[src/aws_pkg.sv]
// Shared types, constants and byte classification for the anagram window search.
// No dependencies; every other file in this block imports it.
package aws_pkg;

   localparam int MAX_PATTERN = 63;
   localparam int POS_BITS    = 24;
   localparam int LETTERS     = 26;
   localparam int PTR_W       = $clog2(MAX_PATTERN);
   localparam int CNT_W       = $clog2(MAX_PATTERN + 1);
   localparam int LETTER_W    = $clog2(LETTERS);

   localparam logic [7:0] CHAR_UPPER_A = 8'd65;
   localparam logic [7:0] CHAR_UPPER_Z = 8'd90;
   localparam logic [7:0] CHAR_LOWER_A = 8'd97;
   localparam logic [7:0] CHAR_LOWER_Z = 8'd122;
   localparam logic [7:0] CHAR_SPACE   = 8'd32;
   localparam logic [7:0] CHAR_LAST    = 8'd127;
   localparam logic [7:0] CHAR_NEWLINE = 8'd10;

   typedef logic [LETTER_W-1:0] letter_type;
   typedef logic [PTR_W-1:0]    ptr_type;
   typedef logic [CNT_W-1:0]    count_type;
   typedef logic [POS_BITS-1:0] pos_type;

   localparam pos_type POS_MAX = '1;

   typedef enum logic [1:0] {
      KIND_CLEAR   = 2'd0,
      KIND_PATTERN = 2'd1,
      KIND_TEXT    = 2'd2,
      KIND_END     = 2'd3
   } kind_type;

   typedef struct packed {
      kind_type   kind;
      logic [7:0] byte_req;
   } req_type;

   typedef struct packed {
      logic    found;
      pos_type start_offset;
      pos_type end_offset;
      pos_type line_number;
   } rsp_type;

   typedef struct packed {
      letter_type letter;
      pos_type    offset;
      pos_type    line;
   } ring_entry_type;

   typedef struct packed {
      logic push;
      logic pop;
      logic flush;
   } ring_ctl_type;

   typedef struct packed {
      logic       clear_all;
      logic       pat_inc;
      logic       win_add;
      logic       win_drop;
      logic       win_clr;
      letter_type add_code;
      letter_type drop_code;
   } cnt_ctl_type;

   function automatic logic is_letter(input logic [7:0] b);
      return ((b >= CHAR_UPPER_A) && (b <= CHAR_UPPER_Z)) ||
             ((b >= CHAR_LOWER_A) && (b <= CHAR_LOWER_Z));
   endfunction

   // Fold case: both ranges map onto 0..25.
   function automatic letter_type letter_of(input logic [7:0] b);
      logic [7:0] diff;
      if (b <= CHAR_UPPER_Z) begin
         diff = b - CHAR_UPPER_A;
      end else begin
         diff = b - CHAR_LOWER_A;
      end
      return letter_type'(diff);
   endfunction

   // Printable non-letters only advance the offset.
   function automatic logic is_skipped(input logic [7:0] b);
      return (b >= CHAR_SPACE) && (b <= CHAR_LAST) && !is_letter(b);
   endfunction

endpackage

[src/aws_ring.sv]
// Circular window buffer of letter, offset and line, held in one synchronous memory.
// Depends on aws_pkg; reads ahead the oldest and next-oldest entries with write forwarding.
module aws_ring (
   input  logic                   clock,
   input  logic                   reset,
   input  aws_pkg::ring_ctl_type   ctl,
   input  aws_pkg::ring_entry_type wr_entry,
   output aws_pkg::ring_entry_type oldest,
   output aws_pkg::ring_entry_type second,
   output aws_pkg::count_type      fill
);
   import aws_pkg::*;

   ring_entry_type ring_mem [MAX_PATTERN];

   ptr_type        head_ff, head_in;
   ptr_type        tail_ff, tail_in;
   count_type      fill_ff, fill_in;
   ptr_type        rd_a, rd_b;
   logic           wr_en;
   ring_entry_type oldest_ff, second_ff;

   function automatic ptr_type ptr_inc(input ptr_type p);
      return (p == ptr_type'(MAX_PATTERN - 1)) ? '0 : ptr_type'(p + 1'b1);
   endfunction

   always_comb begin
      head_in = head_ff;
      tail_in = tail_ff;
      fill_in = fill_ff;
      wr_en   = 1'b0;
      if (ctl.flush) begin
         tail_in = head_ff;
         fill_in = '0;
      end else begin
         if (ctl.pop) begin
            head_in = ptr_inc(head_ff);
         end
         if (ctl.push) begin
            tail_in = ptr_inc(tail_ff);
            wr_en   = 1'b1;
         end
         fill_in = fill_ff + count_type'(ctl.push) - count_type'(ctl.pop);
      end
      rd_a = head_in;
      rd_b = ptr_inc(head_in);
   end

   always_ff @(posedge clock) begin
      if (reset) begin
         head_ff <= '0;
         tail_ff <= '0;
         fill_ff <= '0;
      end else begin
         head_ff <= head_in;
         tail_ff <= tail_in;
         fill_ff <= fill_in;
      end
   end

   always_ff @(posedge clock) begin
      if (wr_en) begin
         ring_mem[tail_ff] <= wr_entry;
      end
   end

   // Forward the entry being written when it lands on a read-ahead address.
   always_ff @(posedge clock) begin
      if (wr_en && (tail_ff == rd_a)) begin
         oldest_ff <= wr_entry;
      end else begin
         oldest_ff <= ring_mem[rd_a];
      end
      if (wr_en && (tail_ff == rd_b)) begin
         second_ff <= wr_entry;
      end else begin
         second_ff <= ring_mem[rd_b];
      end
   end

   assign oldest = oldest_ff;
   assign second = second_ff;
   assign fill   = fill_ff;

endmodule

[config.mk]
export PLATFORM = sky130hd
export DESIGN_NAME = aws_ring
export DESIGN_NICKNAME = d
export VERILOG_FILES = /design/src/aws_pkg.sv /design/src/aws_ring.sv
export SDC_FILE = /design/constraint.sdc
export NUM_CORES = 2
export LEC_CHECK = 0
export BUFFER_PORTS_ARGS = -buffer_cell sky130_fd_sc_hd__buf_2
export CORE_ASPECT_RATIO = 1.4
export CORE_MARGIN = 3
export CORE_UTILIZATION = 40
export CTS_BUF_LIST = sky130_fd_sc_hd__clkbuf_8
export DETAILED_ROUTE_END_ITERATION = 8
export PLACE_DENSITY_LB_ADDON = 0.1
export SLEW_MARGIN = 20
export SYNTH_ARGS = -nofsm -noshare
export SYNTH_HDL_FRONTEND = slang
export SYNTH_SLANG_ARGS = --single-unit
[constraint.sdc]
create_clock -name clock -period 9.08 [get_ports clock]
set_clock_uncertainty 0.05 [all_clocks]
set_input_delay 1.362 -clock clock [delete_from_list [all_inputs] [get_ports clock]]
set_output_delay 1.362 -clock clock [all_outputs]
set_load 0.005 [all_outputs]
== Yosys cells after proc, flatten, opt, wreduce, memory -nomap -nowiden ==
Memories as Yosys holds them, arrays and structs flattened. A register that Yosys moved wholly into a read port is not among the register bits.
Cells that the tools add are included.

* Add/subtract/negate cells: 5
* Equality and inequality tests: 3
* Muxes and demuxes: 11
* Reductions and logical operators: 2

{| class="wikitable"
|+ Operator list
! kind !! number
|-
| 6-bit two-way mux || 7
|-
| 6-bit by 1-bit adder with 6-bit output (second input constant) || 3
|-
| 6-bit equality test (second input constant) || 3
|-
| 6-bit by 1-bit adder with 6-bit output || 1
|-
| 6-bit by 1-bit subtractor with 6-bit output || 1
|-
| 1-bit two-way mux || 4
|-
| 2-bit nonzero test || 1
|-
| 2-bit OR reduction || 1
|}

* Register bits after elaboration: 18
* Bits in writable memories: 3339
* Input port bits: 58
* Output and inout port bits: 112
* Memories kept: 1

{| class="wikitable"
|+ Memory list
! memory !! words !! bits a word !! rd ports !! clocked after Yosys merged registers in !! write ports !! line !! text
|-
| ring_mem || 63 || 53 || 2 || 2 || 1 || aws_ring.sv:14 || <nowiki>ring_entry_type ring_mem [MAX_PATTERN];</nowiki>
|}

== Logic depth before layout (Yosys ltp) ==
* Depth after elaboration: 6
* Mapped depth: 12
* Mapped depth without buffers: 11

== Worst setup path before layout ==
OpenSTA, ideal clock, no wires.

* Path type: in2reg
* From: in ctl[0] (netlist name)
* To: mem ring_mem[31][0] (netlist name) (enable)
* Setup time: 531 ps
* Data arrival time: 5471 ps
* Required time: 8499 ps
* Setup slack: 3028 ps
* Cell stages on the path: 3
* Buffers on the path: 1
* Cell sequence: clkbuf_1 -> nand2b_1 -> nor3_1

* Cells in the longest elaborated chain, start to end: 3

{| class="wikitable"
|+ Ends and longest elaborated chain
! item !! line !! text
|-
| start, declared || aws_ring.sv:6 || <nowiki>input aws_pkg::ring_ctl_type ctl,</nowiki>
|-
| 1-bit two-way mux || aws_ring.sv:32 || <nowiki>if (ctl.flush) begin</nowiki>
|-
| 1-bit two-way mux || aws_ring.sv:62 || <nowiki>if (wr_en) begin</nowiki>
|-
| 1-bit two-way mux (implied by the code) || aws_ring.sv:63 || <nowiki>ring_mem[tail_ff] <= wr_entry;</nowiki>
|-
| end, declared || aws_ring.sv:14 ||
|}

Every way passes these cells.

==> results.ini <==
[logic_synthesis]
yosysWarnings = 0
synthTopCellsByArea = edfxtp_1 64%, mux4_2 23%, mux2i_1 3.4%
synth_edf_count = 3339
synthArstFlopShare = 0
syn_nets = 7943
synth_cells = 7872
synth_top_area_cell = edfxtp_1
synth-seq-cells = 3369
yosysSeqAreaShare = 0.646
ys.flop_type = edfxtp_1
post_synth_num_cell_types = 49
syn_area_per_cell_um2 = 19.8
synth_area_um2 = 156000
yosys.area.top_type_share = 0.642

[layout]
area_delta_synth_final_pct = 11.6
drive_gt1_frac = 0.340
n_fill_cell = 33200
nets = 8354
mostFrequentLayoutCells = 3339 x edfxtp_1, 1627 x mux4_2, 571 x clkbuf_8
layout_commonest_cell = edfxtp_1
fin_area_um2 = 174000

[clock_tree]
clk_pin_slew_ns = 0.06
postCtsHoldBufs = 0
h-tree-depth = 6
clk_latency_ns = 1.13
cts_tree = done
cts_setup_buffers = 0
cts-buffers-inserted = 557
post_cts_resize_count = 0
root_buffer = clkbuf_8
clk_path_buf_depth = 4
cts.sinks = 3369

[sta]
rsz0062_at_grt = no
maxSlewViolCount = 0
finalSetupTns_ns = 0
final-hold-violation-count = 0
fmax_mhz = 143
slew_headroom = 0.106
min_period_ns = 6.99
final-setup-viol-count = 0
finalCritPeriodShare = 0.770
tightest_slew_ns = 1.34

[worst_setup_path]
start_kind = flip-flop
cpMostUsedCell = o22ai_1
cp_slowest_cell = nor2_1
critPathMaxFanout = 77
crit_chain = buf_12 > nand2_1 > o221ai_1 > o22ai_1 > a211oi_1 > o22ai_1 > nor2_1 > buf_2
cpPeakStageDelay_ns = 0.87
cp.arrival_ns = 5.58
cp_top_family = simple AND/OR/NAND/NOR gates
required_ns = 7.67
critical_path_buf_inv_count = 2
end_kind = output port
path_class = flip-flop to output port

[global_route]
antenna_found_initial = 78
grt_pass1_vias = 94200
overflow = 0
track_usage = 0.299
grt_pass1_wl_um = 816000
grt_max_degree = 100

[place]
place.gp.congestion = 0.842
dpl_cell_area_um2 = 164000
port_buffers = 169
dp_hpwl_um = 361000

[hold_path]
hp-class = flip-flop to flip-flop

[route]
routed_via_density = 6.62
drtAntennaViolNets = 0
drt_iter0_markers = 11000
wl_per_cell_um = 43.5
first_pass_iters = 8
drt-total-wl_um = 605000
drc = 0
num_vias = 92100

[floorplanning]
start_util = 0.403
fp.dieH_um = 745
pin_count = 170
die_x_um = 534
core_area_um2 = 387000
die-area_um2 = 398000
std_cell_rows = 270

[status]
status = finished, final reports clean

[power_and_ir_drop]
p_leak_nw = 53.3
power.density_nw_per_um2 = 191
ir_drop_mv = 0.124

[run]
cap_violations = 0

## registers in the layout, summed over array words and instances, names as in the netlist, named ones only
name and cells:
tail_ff 6, ring_mem 3339, head_ff 6, fill 6
## synthesized netlist by cell type (all sizes together), types with 4 or more instances
cell    instances
nor2          140
o22ai         109
o31ai           4
xnor2           5
clkbuf        268
o211ai         72
edfxtp       3339
buf           363
or3             4
mux2i         537
and2            4
nand3b          5
ha             12
nor3b           5
a22o            8
a211oi        178
nand3          12
or2             4
o221ai         70
inv            19
a21oi         343
a22oi          70
dfxtp          30
mux2           49
nand2b         15
o21ai         143
nand2         212
mux4         1627
a221o           7
nor2b         148
nor3           46
## kinds of logic (layout without fill, tap and decap cells)
kind of cell	Yosys count	after routing	synth area share
flops	3369	3369	0.646
xor+xnor	8	8	0.000449
mux	2213	2213	0.273
simple gates	600	600	0.0181
buf+inv	650	1468	0.0210
fa+ha+maj	13	13	0.00109
other cells	0	54	0
compound gates	1019	1019	0.0411
## worst paths after layout
kind | start | to | slack, ns | cells past startpoint
setup / recovery | flip-flop | second[31] | 2.09 | 8
hold / removal | tail_ff[5]$_SDFFE_PP0P_ | tail_ff[5]$_SDFFE_PP0P_ | 0.56 | 2
setup reg to reg | tail_ff[2]$_SDFFE_PP0P_ | ring_mem[47][10]$_DFFE_PP_ | 4.97 | 6
hold reg to reg | tail_ff[5]$_SDFFE_PP0P_ | tail_ff[5]$_SDFFE_PP0P_ | 0.56 | 2
## per-layer routing
layer / share of wire / up-vias / track usage
li1: - / 35000 / -
met1: 0.37 / 51000 / 0.379
met2: 0.50 / 4854 / 0.498
met3: 0.080 / 1238 / 0.0609
met4: 0.046 / 44 / 0.132
met5: 0.00050 / - / 0
## where the power goes
part / internal (W) / total [W] / switching [W]
Sequential: 0.0171 / 0.0172 / 0.0000522
Clock: 0.00627 / 0.0127 / 0.00638
Combinational: 0.00148 / 0.00347 / 0.00199
Total: 0.0249 / 0.0333 / 0.00843
## worst min-delay path: stages (launching register included)
cell     delay [ns]
dfxtp_1        0.39
o21ai_0        0.11
a21oi_1        0.06
## per-stage QoR
stage / power (W) / util / hold slack (ns) / instances / setup slack [ns]
after global placement: 0.0210 / 0.423 / 0.533 / 12900 / 2.84
after global routing: 0.0344 / 0.450 / 0.527 / 13900 / 1.86
after floorplan: 0.0197 / - / 0.485 / 7872 / 3.03
after detailed placement: 0.0210 / 0.423 / 0.550 / 12900 / 3.21
final: 0.0333 / 0.450 / 0.564 / 13900 / 2.09
after CTS: 0.0336 / 0.449 / 0.535 / 13900 / 2.00
## area by class of cell
type                            count  area [µm²]  area share
Antenna cell                       54         135    0.000775
Sequential cell                  3369      101000       0.579
Clock inverter                    395        2180      0.0125
Inverter                           19        71.3    0.000409
Tap cell                         5168        6470      0.0371
Multi-Input combinational cell   3853       52700       0.302
Timing Repair Buffer              483        3960      0.0227
Clock buffer                      571        7860      0.0451
No activity file was read; power rests on OpenSTA's default activity.
