<file path="config.mk">
export PLATFORM = sky130hd
export DESIGN_NAME = aws_count_row
export DESIGN_NICKNAME = d
export VERILOG_FILES = /design/src/aws_pkg.sv /design/src/aws_count_row.sv
export SDC_FILE = /design/constraint.sdc
export NUM_CORES = 1
export LEC_CHECK = 0
export ABC_AREA = 1
export BUFFER_PORTS_ARGS = -buffer_cell sky130_fd_sc_hd__buf_2
export CAP_MARGIN = 10
export CELL_PAD_IN_SITES_DETAIL_PLACEMENT = 2
export CELL_PAD_IN_SITES_GLOBAL_PLACEMENT = 2
export CORE_ASPECT_RATIO = 2
export CORE_MARGIN = 2
export CORE_UTILIZATION = 39
export CTS_BUF_LIST = sky130_fd_sc_hd__clkbuf_4
export CTS_CLUSTER_DIAMETER = 40
export DETAILED_ROUTE_END_ITERATION = 6
export PLACE_DENSITY = 0.87
export SLEW_MARGIN = 10
export SYNTH_ARGS = -nofsm -noshare
export SYNTH_HDL_FRONTEND = slang
export SYNTH_SLANG_ARGS = --single-unit
</file>
<file path="constraint.sdc">
create_clock -name clock -period 6.5 [get_ports clock]
set_input_delay 1.3 -clock clock [delete_from_list [all_inputs] [get_ports clock]]
set_output_delay 1.3 -clock clock [all_outputs]
set_load 0.01 [all_outputs]
</file>
<file path="src/aws_pkg.sv">
// Shared types, constants and byte classification for the anagram window search.
// No dependencies; every other file in this block imports it.
package aws_pkg;

   localparam int MAX_PATTERN = 63;
   localparam int POS_BITS    = 24;
   localparam int LETTERS     = 26;
   localparam int PTR_W       = $clog2(MAX_PATTERN);
   localparam int CNT_W       = $clog2(MAX_PATTERN + 1);
   localparam int LETTER_W    = $clog2(LETTERS);

   localparam logic [7:0] CHAR_UPPER_A = 8'd65;
   localparam logic [7:0] CHAR_UPPER_Z = 8'd90;
   localparam logic [7:0] CHAR_LOWER_A = 8'd97;
   localparam logic [7:0] CHAR_LOWER_Z = 8'd122;
   localparam logic [7:0] CHAR_SPACE   = 8'd32;
   localparam logic [7:0] CHAR_LAST    = 8'd127;
   localparam logic [7:0] CHAR_NEWLINE = 8'd10;

   typedef logic [LETTER_W-1:0] letter_type;
   typedef logic [PTR_W-1:0]    ptr_type;
   typedef logic [CNT_W-1:0]    count_type;
   typedef logic [POS_BITS-1:0] pos_type;

   localparam pos_type POS_MAX = '1;

   typedef enum logic [1:0] {
      KIND_CLEAR   = 2'd0,
      KIND_PATTERN = 2'd1,
      KIND_TEXT    = 2'd2,
      KIND_END     = 2'd3
   } kind_type;

   typedef struct packed {
      kind_type   kind;
      logic [7:0] byte_req;
   } req_type;

   typedef struct packed {
      logic    found;
      pos_type start_offset;
      pos_type end_offset;
      pos_type line_number;
   } rsp_type;

   typedef struct packed {
      letter_type letter;
      pos_type    offset;
      pos_type    line;
   } ring_entry_type;

   typedef struct packed {
      logic push;
      logic pop;
      logic flush;
   } ring_ctl_type;

   typedef struct packed {
      logic       clear_all;
      logic       pat_inc;
      logic       win_add;
      logic       win_drop;
      logic       win_clr;
      letter_type add_code;
      letter_type drop_code;
   } cnt_ctl_type;

   function automatic logic is_letter(input logic [7:0] b);
      return ((b >= CHAR_UPPER_A) && (b <= CHAR_UPPER_Z)) ||
             ((b >= CHAR_LOWER_A) && (b <= CHAR_LOWER_Z));
   endfunction

   // Fold case: both ranges map onto 0..25.
   function automatic letter_type letter_of(input logic [7:0] b);
      logic [7:0] diff;
      if (b <= CHAR_UPPER_Z) begin
         diff = b - CHAR_UPPER_A;
      end else begin
         diff = b - CHAR_LOWER_A;
      end
      return letter_type'(diff);
   endfunction

   // Printable non-letters only advance the offset.
   function automatic logic is_skipped(input logic [7:0] b);
      return (b >= CHAR_SPACE) && (b <= CHAR_LAST) && !is_letter(b);
   endfunction

endpackage

</file>
<file path="src/aws_count_row.sv">
// Per-letter pattern and window counts, one cell per letter, with the all-equal test.
// Depends on aws_pkg for the count types and the control struct.
module aws_count_row (
   input  logic                clock,
   input  logic                reset,
   input  aws_pkg::cnt_ctl_type ctl,
   output logic                all_eq
);
   import aws_pkg::*;

   count_type           pat_ff [LETTERS];
   count_type           win_ff [LETTERS];
   count_type           pat_in [LETTERS];
   count_type           win_in [LETTERS];
   logic [LETTERS-1:0]  eq;

   always_comb begin
      for (int i = 0; i < LETTERS; i++) begin
         pat_in[i] = pat_ff[i];
         win_in[i] = win_ff[i];
         if (ctl.clear_all) begin
            pat_in[i] = '0;
            win_in[i] = '0;
         end else begin
            if (ctl.pat_inc && (ctl.add_code == letter_type'(i))) begin
               pat_in[i] = pat_ff[i] + 1'b1;
            end
            if (ctl.win_clr) begin
               win_in[i] = '0;
            end else begin
               win_in[i] = win_ff[i]
                  + count_type'(ctl.win_add && (ctl.add_code == letter_type'(i)))
                  - count_type'(ctl.win_drop && (ctl.drop_code == letter_type'(i)));
            end
         end
         eq[i] = (pat_in[i] == win_in[i]);
      end
   end

   // All letter counts agree when every per-letter compare of the next-state counts holds.
   assign all_eq = &eq;

   always_ff @(posedge clock) begin
      for (int i = 0; i < LETTERS; i++) begin
         if (reset) begin
            pat_ff[i] <= '0;
            win_ff[i] <= '0;
         end else begin
            pat_ff[i] <= pat_in[i];
            win_ff[i] <= win_in[i];
         end
      end
   end

endmodule

</file>
After elaboration in Yosys (flattened, before gate mapping) --
Memories as Yosys holds them, arrays and structs flattened. Index checks and enable logic that the tools add are counted.
Storage, ports and cells: register bits after elaboration 0, RAM bits 312, input bits 17, output and inout bits 1, logic and storage cells 448, memories kept 2
Memories:
- pat_ff | depth 26, bits a word 6, rd ports 26, clocked after Yosys merged registers in 0, wr ports 26, RTL line aws_count_row.sv:11 | count_type pat_ff [LETTERS];
- win_ff | depth 26, bits a word 6, rd ports 26, clocked after Yosys merged registers in 0, wr ports 26, RTL line aws_count_row.sv:12 | count_type win_ff [LETTERS];
Operators by class: add/subtract/negate cells 78, equal/unequal tests 76, multiplexer cells 159, bitwise logic cells 52, reduce and logical (&&, ||, !) cells 81
Operators with widths (number):
- two-way mux 6 bit | 156
- adder 6 x 1 -> 6 bit | 26
- adder 6 x 1 -> 6 bit, second input constant | 26
- equality test 6 bit | 26
- subtractor 6 x 1 -> 6 bit | 26
- equality test 5 bit, second input constant | 20
- equality test 5 x 4 -> 1 bit, second input constant | 16
- logical AND 1 bit | 78
- OR 1 bit | 52
- equality test 5 x 3 -> 1 bit, second input constant | 8
- AND reduction 26 bit | 1
- equality test 5 x 2 -> 1 bit, second input constant | 4
- equality test 5 x 1 -> 1 bit, second input constant | 2
- zero test 5 bit | 2
- two-way mux 1 bit | 3

Logic depth before layout (Yosys ltp) --
depth in word-level cells 8, depth in mapped cells 24, gate-level depth less buffers 24

Least setup slack after synthesis --
Ideal clock, no wire load.
path type input-to-output, start input port ctl[9] in the netlist's numbering, end output port all_eq, arrival time 3.647 ns, data required time 5.200 ns, setup slack 1.553 ns, cell stages on the path 22, path buffers 2, cells stage by stage buf_2 > inv_2 > nand3_2 > buf_4 > nor3_1 > ha_1 > fa_1 > nand2_1 > nand2_1 > a21oi_1 > inv_1 > nand2_1 > nand3_1 > nand3_1 > nand2_1 > nor2_1 > nand2_1 > nor2_1 > nand2_1 > nor2_1 > nand2_1 > nor2_1
Between the ends: cells in the longest elaborated chain, start to end 8, elaborated cells between the ends (all ways) 261, classes of those cells 52 x add/sub; 51 x eq/ne; 104 x mux; 54 x reduce/logical
Ends and longest elaborated chain:
- start: declaration | RTL line aws_count_row.sv:6 | input aws_pkg::cnt_ctl_type ctl,
- equality test 5 x 1 -> 1 bit, or another cell as far along | RTL line aws_count_row.sv:25, aws_count_row.sv:32
- logical AND 1 bit | RTL line aws_count_row.sv:32 | + count_type'(ctl.win_add && (ctl.add_code == letter_type'(i)))
- adder 6 x 1 -> 6 bit | RTL line aws_count_row.sv:32
- subtractor 6 x 1 -> 6 bit | RTL line aws_count_row.sv:33 | - count_type'(ctl.win_drop && (ctl.drop_code == letter_type'(i)));
- two-way mux 6 bit | RTL line aws_count_row.sv:28 | if (ctl.win_clr) begin
- two-way mux 6 bit | RTL line aws_count_row.sv:21 | if (ctl.clear_all) begin
- equality test 6 bit | RTL line aws_count_row.sv:36 | eq[i] = (pat_in[i] == win_in[i]);
- AND reduction 26 bit (*) | RTL line aws_count_row.sv:41 | assign all_eq = &eq;
- end: declaration | RTL line aws_count_row.sv:7 | output logic all_eq
Mark *: on every way between the ends. The rest lies on a longest branch, timed or not.

Worst setup path after layout --
start input port ctl[11] in the netlist's numbering, end output port all_eq
Between the ends: cells in the longest elaborated chain, start to end 6, elaborated cells between the ends (all ways) 131, classes of those cells 26 x add/sub; 26 x eq/ne; 52 x mux; 27 x reduce/logical
Ends and longest elaborated chain (RTL line):
- logical AND 1 bit | aws_count_row.sv:33
- subtractor 6 x 1 -> 6 bit | aws_count_row.sv:33
- two-way mux 6 bit | aws_count_row.sv:28
- two-way mux 6 bit | aws_count_row.sv:21
- equality test 6 bit | aws_count_row.sv:36
- AND reduction 26 bit (*) | aws_count_row.sv:41
Marked as above.

==> flow_metrics.tcl <==
set metrics [dict create \
    status "finished, final reports clean" \
    synth_cells 3851 \
    async_reset_ff_share_pct 0 \
    critPathKind "primary input to output port" \
    io_pins 18 \
    cp_num_buf_inv 8 \
    ant_nets 0 \
    synth_flop_cell "dfxtp_1" \
    grt_antenna_before_repair 2 \
    start_kind "primary input" \
    synth_area_leaders "dfxtp_1 27%, nand2_1 20%, ha_1 9.8%" \
    cts_buffer_depth 3 \
    hpwl_microns 68860 \
    avgSynthCellArea_sq_um 6.061 \
    row_count 126 \
    drcViolationCount 0 \
    cp_max_fo 5 \
    cts_setup_buffers 0 \
    yosys.area.top_type "dfxtp_1" \
    area.growth.synth_to_final_pct 10.16 \
    hold_path.class "flip-flop to flip-flop" \
    final_area_sq_um 25710 \
    synth_top_area_share_pct 26.76 \
    timing.final.crit_period_ps 6405 \
    synth_most_common_cell "nand2_1" \
    ys_warn_count 0 \
    cp.arrival_ps 5100 \
    power.total_mw 4.275 \
    cts_tree "built" \
    die_x_microns 177.0 \
    synth_edf_count 0 \
    hold_violations 0 \
    yosysSeqAreaShare_pct 26.76 \
    drt_wl_total_microns 116000 \
    fin_skew_ps 49.62 \
    leakagePower_nw 13.55 \
    grt_pass1_wl_microns 178700 \
    root_buffer "clkbuf_4" \
    relSlewSlack_pct 29.68 \
    peakVddDrop_uv 103.9 \
    die_h_microns 350.0 \
    worstMarginPinSlew_ps 1055 \
    synth_common_cells "1267 x nand2_1, 580 x inv_1, 564 x nor2_1" \
    finalNetCount 4125 \
    cp_top_family "simple AND/OR/NAND/NOR gates" \
    dieArea_sq_um 61940 \
    drt_iter0_markers 1355 \
    clock_latency_ps 960 \
    vias 26749 \
    viasPerCell 5.650 \
    power.density_nw_per_um2 166.3 \
    avgRoutedWirePerCell_microns 24.51 \
    grt-ovfl-total 0 \
    crit_top_cell "nand2_1" \
    track_usage_pct 37.20 \
    drive_gt1_share_pct 7.390 \
    setup_viol 0 \
    start_util_pct 39.48 \
    cts_made_buffers 84 \
    netlist_area_sq_um 23340 \
    synth_cell_type_count 35 \
    cts.sinks 312 \
    dpl-instance-area_sq_um 24450 \
    worstPathRequired_ps 5200 \
    first_global_vias 32039 \
    fmax_mhz 156.1 \
    core_area_sq_um 59120 \
    period_share_pct 98.53 \
    ys_ff_latch 312 \
    port-buffer-count 17 \
    cap_violations 0 \
    htree_levels 3 \
    clkTransAtPathRegs_ps 70 \
    grt_max_degree 129 \
    end_kind "output port" \
    slowest_stage "fa_1" \
    syn_nets 4076 \
    firstDrtPassIters 7 \
    slowest_delay_ps 420 \
    gp_congestion 0.7961 \
    slew_violations 0 \
]
-- worst paths after layout --
check                start       endpoint  slack (ps)  cells after the start
max                ctl[11]         all_eq         100                     28
min           pat_ff[0][5]   pat_ff[0][5]         630                      4
max reg2reg  win_ff[1][36]  win_ff[1][40]        4010                     12
min reg2reg   pat_ff[0][5]   pat_ff[0][5]         630                      4
-- timing repair --
item,CTS,global route
pin swaps,0,3
hold buffers,0,0
gates resized for setup,20,49
endpoints found under the setup margin,1,1
gates cloned,0,0
-- flip-flops by register name (all words and copies together) (netlist names) --
| name | count |
|---|---|
| pat_ff | 156 |
| win_ff | 156 |
-- layout by cell type (no fill, tap or decap), drive strengths merged, types with 2 or more instances in the layout --
cell,count
fa,26
nand3b,29
xor2,58
ha,182
nand3,397
o21ai,33
dfxtp,312
o21bai,2
xnor2,48
buf,66
inv,595
a21boi,2
clkinv,33
clkbuf,115
nand4,106
nor3b,11
nor3,27
nor2,576
nand2,1271
a21oi,63
or2,9
-- stage by stage --
stage | setup TNS (ps) | util [%] | instances | hold slack [ps] | setup WS (ps)
global route | -29.08 | 43.49 | 4734 | 667.8 | -29.08
CTS | 0 | 43.21 | 4733 | 623.0 | 12.74
floorplan | 0 | - | 3851 | 511.8 | 1553
global placement | 0 | 41.35 | 4582 | 568.3 | 167.2
finish | 0 | 43.49 | 4734 | 625.3 | 95.30
detailed placement | -44.65 | 41.35 | 4582 | 591.0 | -44.65
-- cell families (layout without fill, tap and decap cells) --
family | count (synthesis) | in the layout | share of synthesized area [%]
AO/OA/AOI/OAI | 102 | 102 | 2.251
XOR/XNOR | 106 | 106 | 3.977
adder cells (fa/ha/maj) | 208 | 208 | 11.99
buffers and inverters | 697 | 811 | 11.31
flip-flops | 312 | 312 | 26.76
other | 0 | 1 | 0
AND/OR/NAND/NOR | 2426 | 2426 | 43.71
-- worst min-delay path: cells and delay by family (launching register included) --
family | cells | cell delay (ps)
DFF | 1 | 330
and+or+nand+nor | 4 | 250
-- power by group --
part | leakage, nW | switching (mW) | internal [mW]
combinational | 10.4 | 0.310 | 0.0916
clock | 0.616 | 1.09 | 0.862
sequential | 2.51 | 0.00502 | 1.92
total | 13.6 | 1.41 | 2.87
-- routing by layer --
| layer | share of wire [%] | GRT usage (%) | vias to the layer above | routed length (microns) |
|---|---|---|---|---|
| met4 | 7.8 | 28.74 | 2 | 9107 |
| met2 | 54 | 71.37 | 784 | 62920 |
| li1 | - | - | 12100 | - |
| met3 | 3.4 | 5.498 | 528 | 3995 |
| met1 | 34 | 34.40 | 13335 | 39990 |
| met5 | 0.012 | 0 | - | 14 |
-- final cells by class --
type | instances | area (sq um)
Antenna cell | 1 | 2.502
Clock buffer | 115 | 863.3
Clock inverter | 36 | 165.2
Fill cell | 7543 | 33410
Inverter | 594 | 2243
Multi-Input combinational cell | 2842 | 14690
Sequential cell | 312 | 6246
Tap cell | 768 | 960.9
Timing Repair Buffer | 66 | 538.0
(Power assumes the default switching activity.)
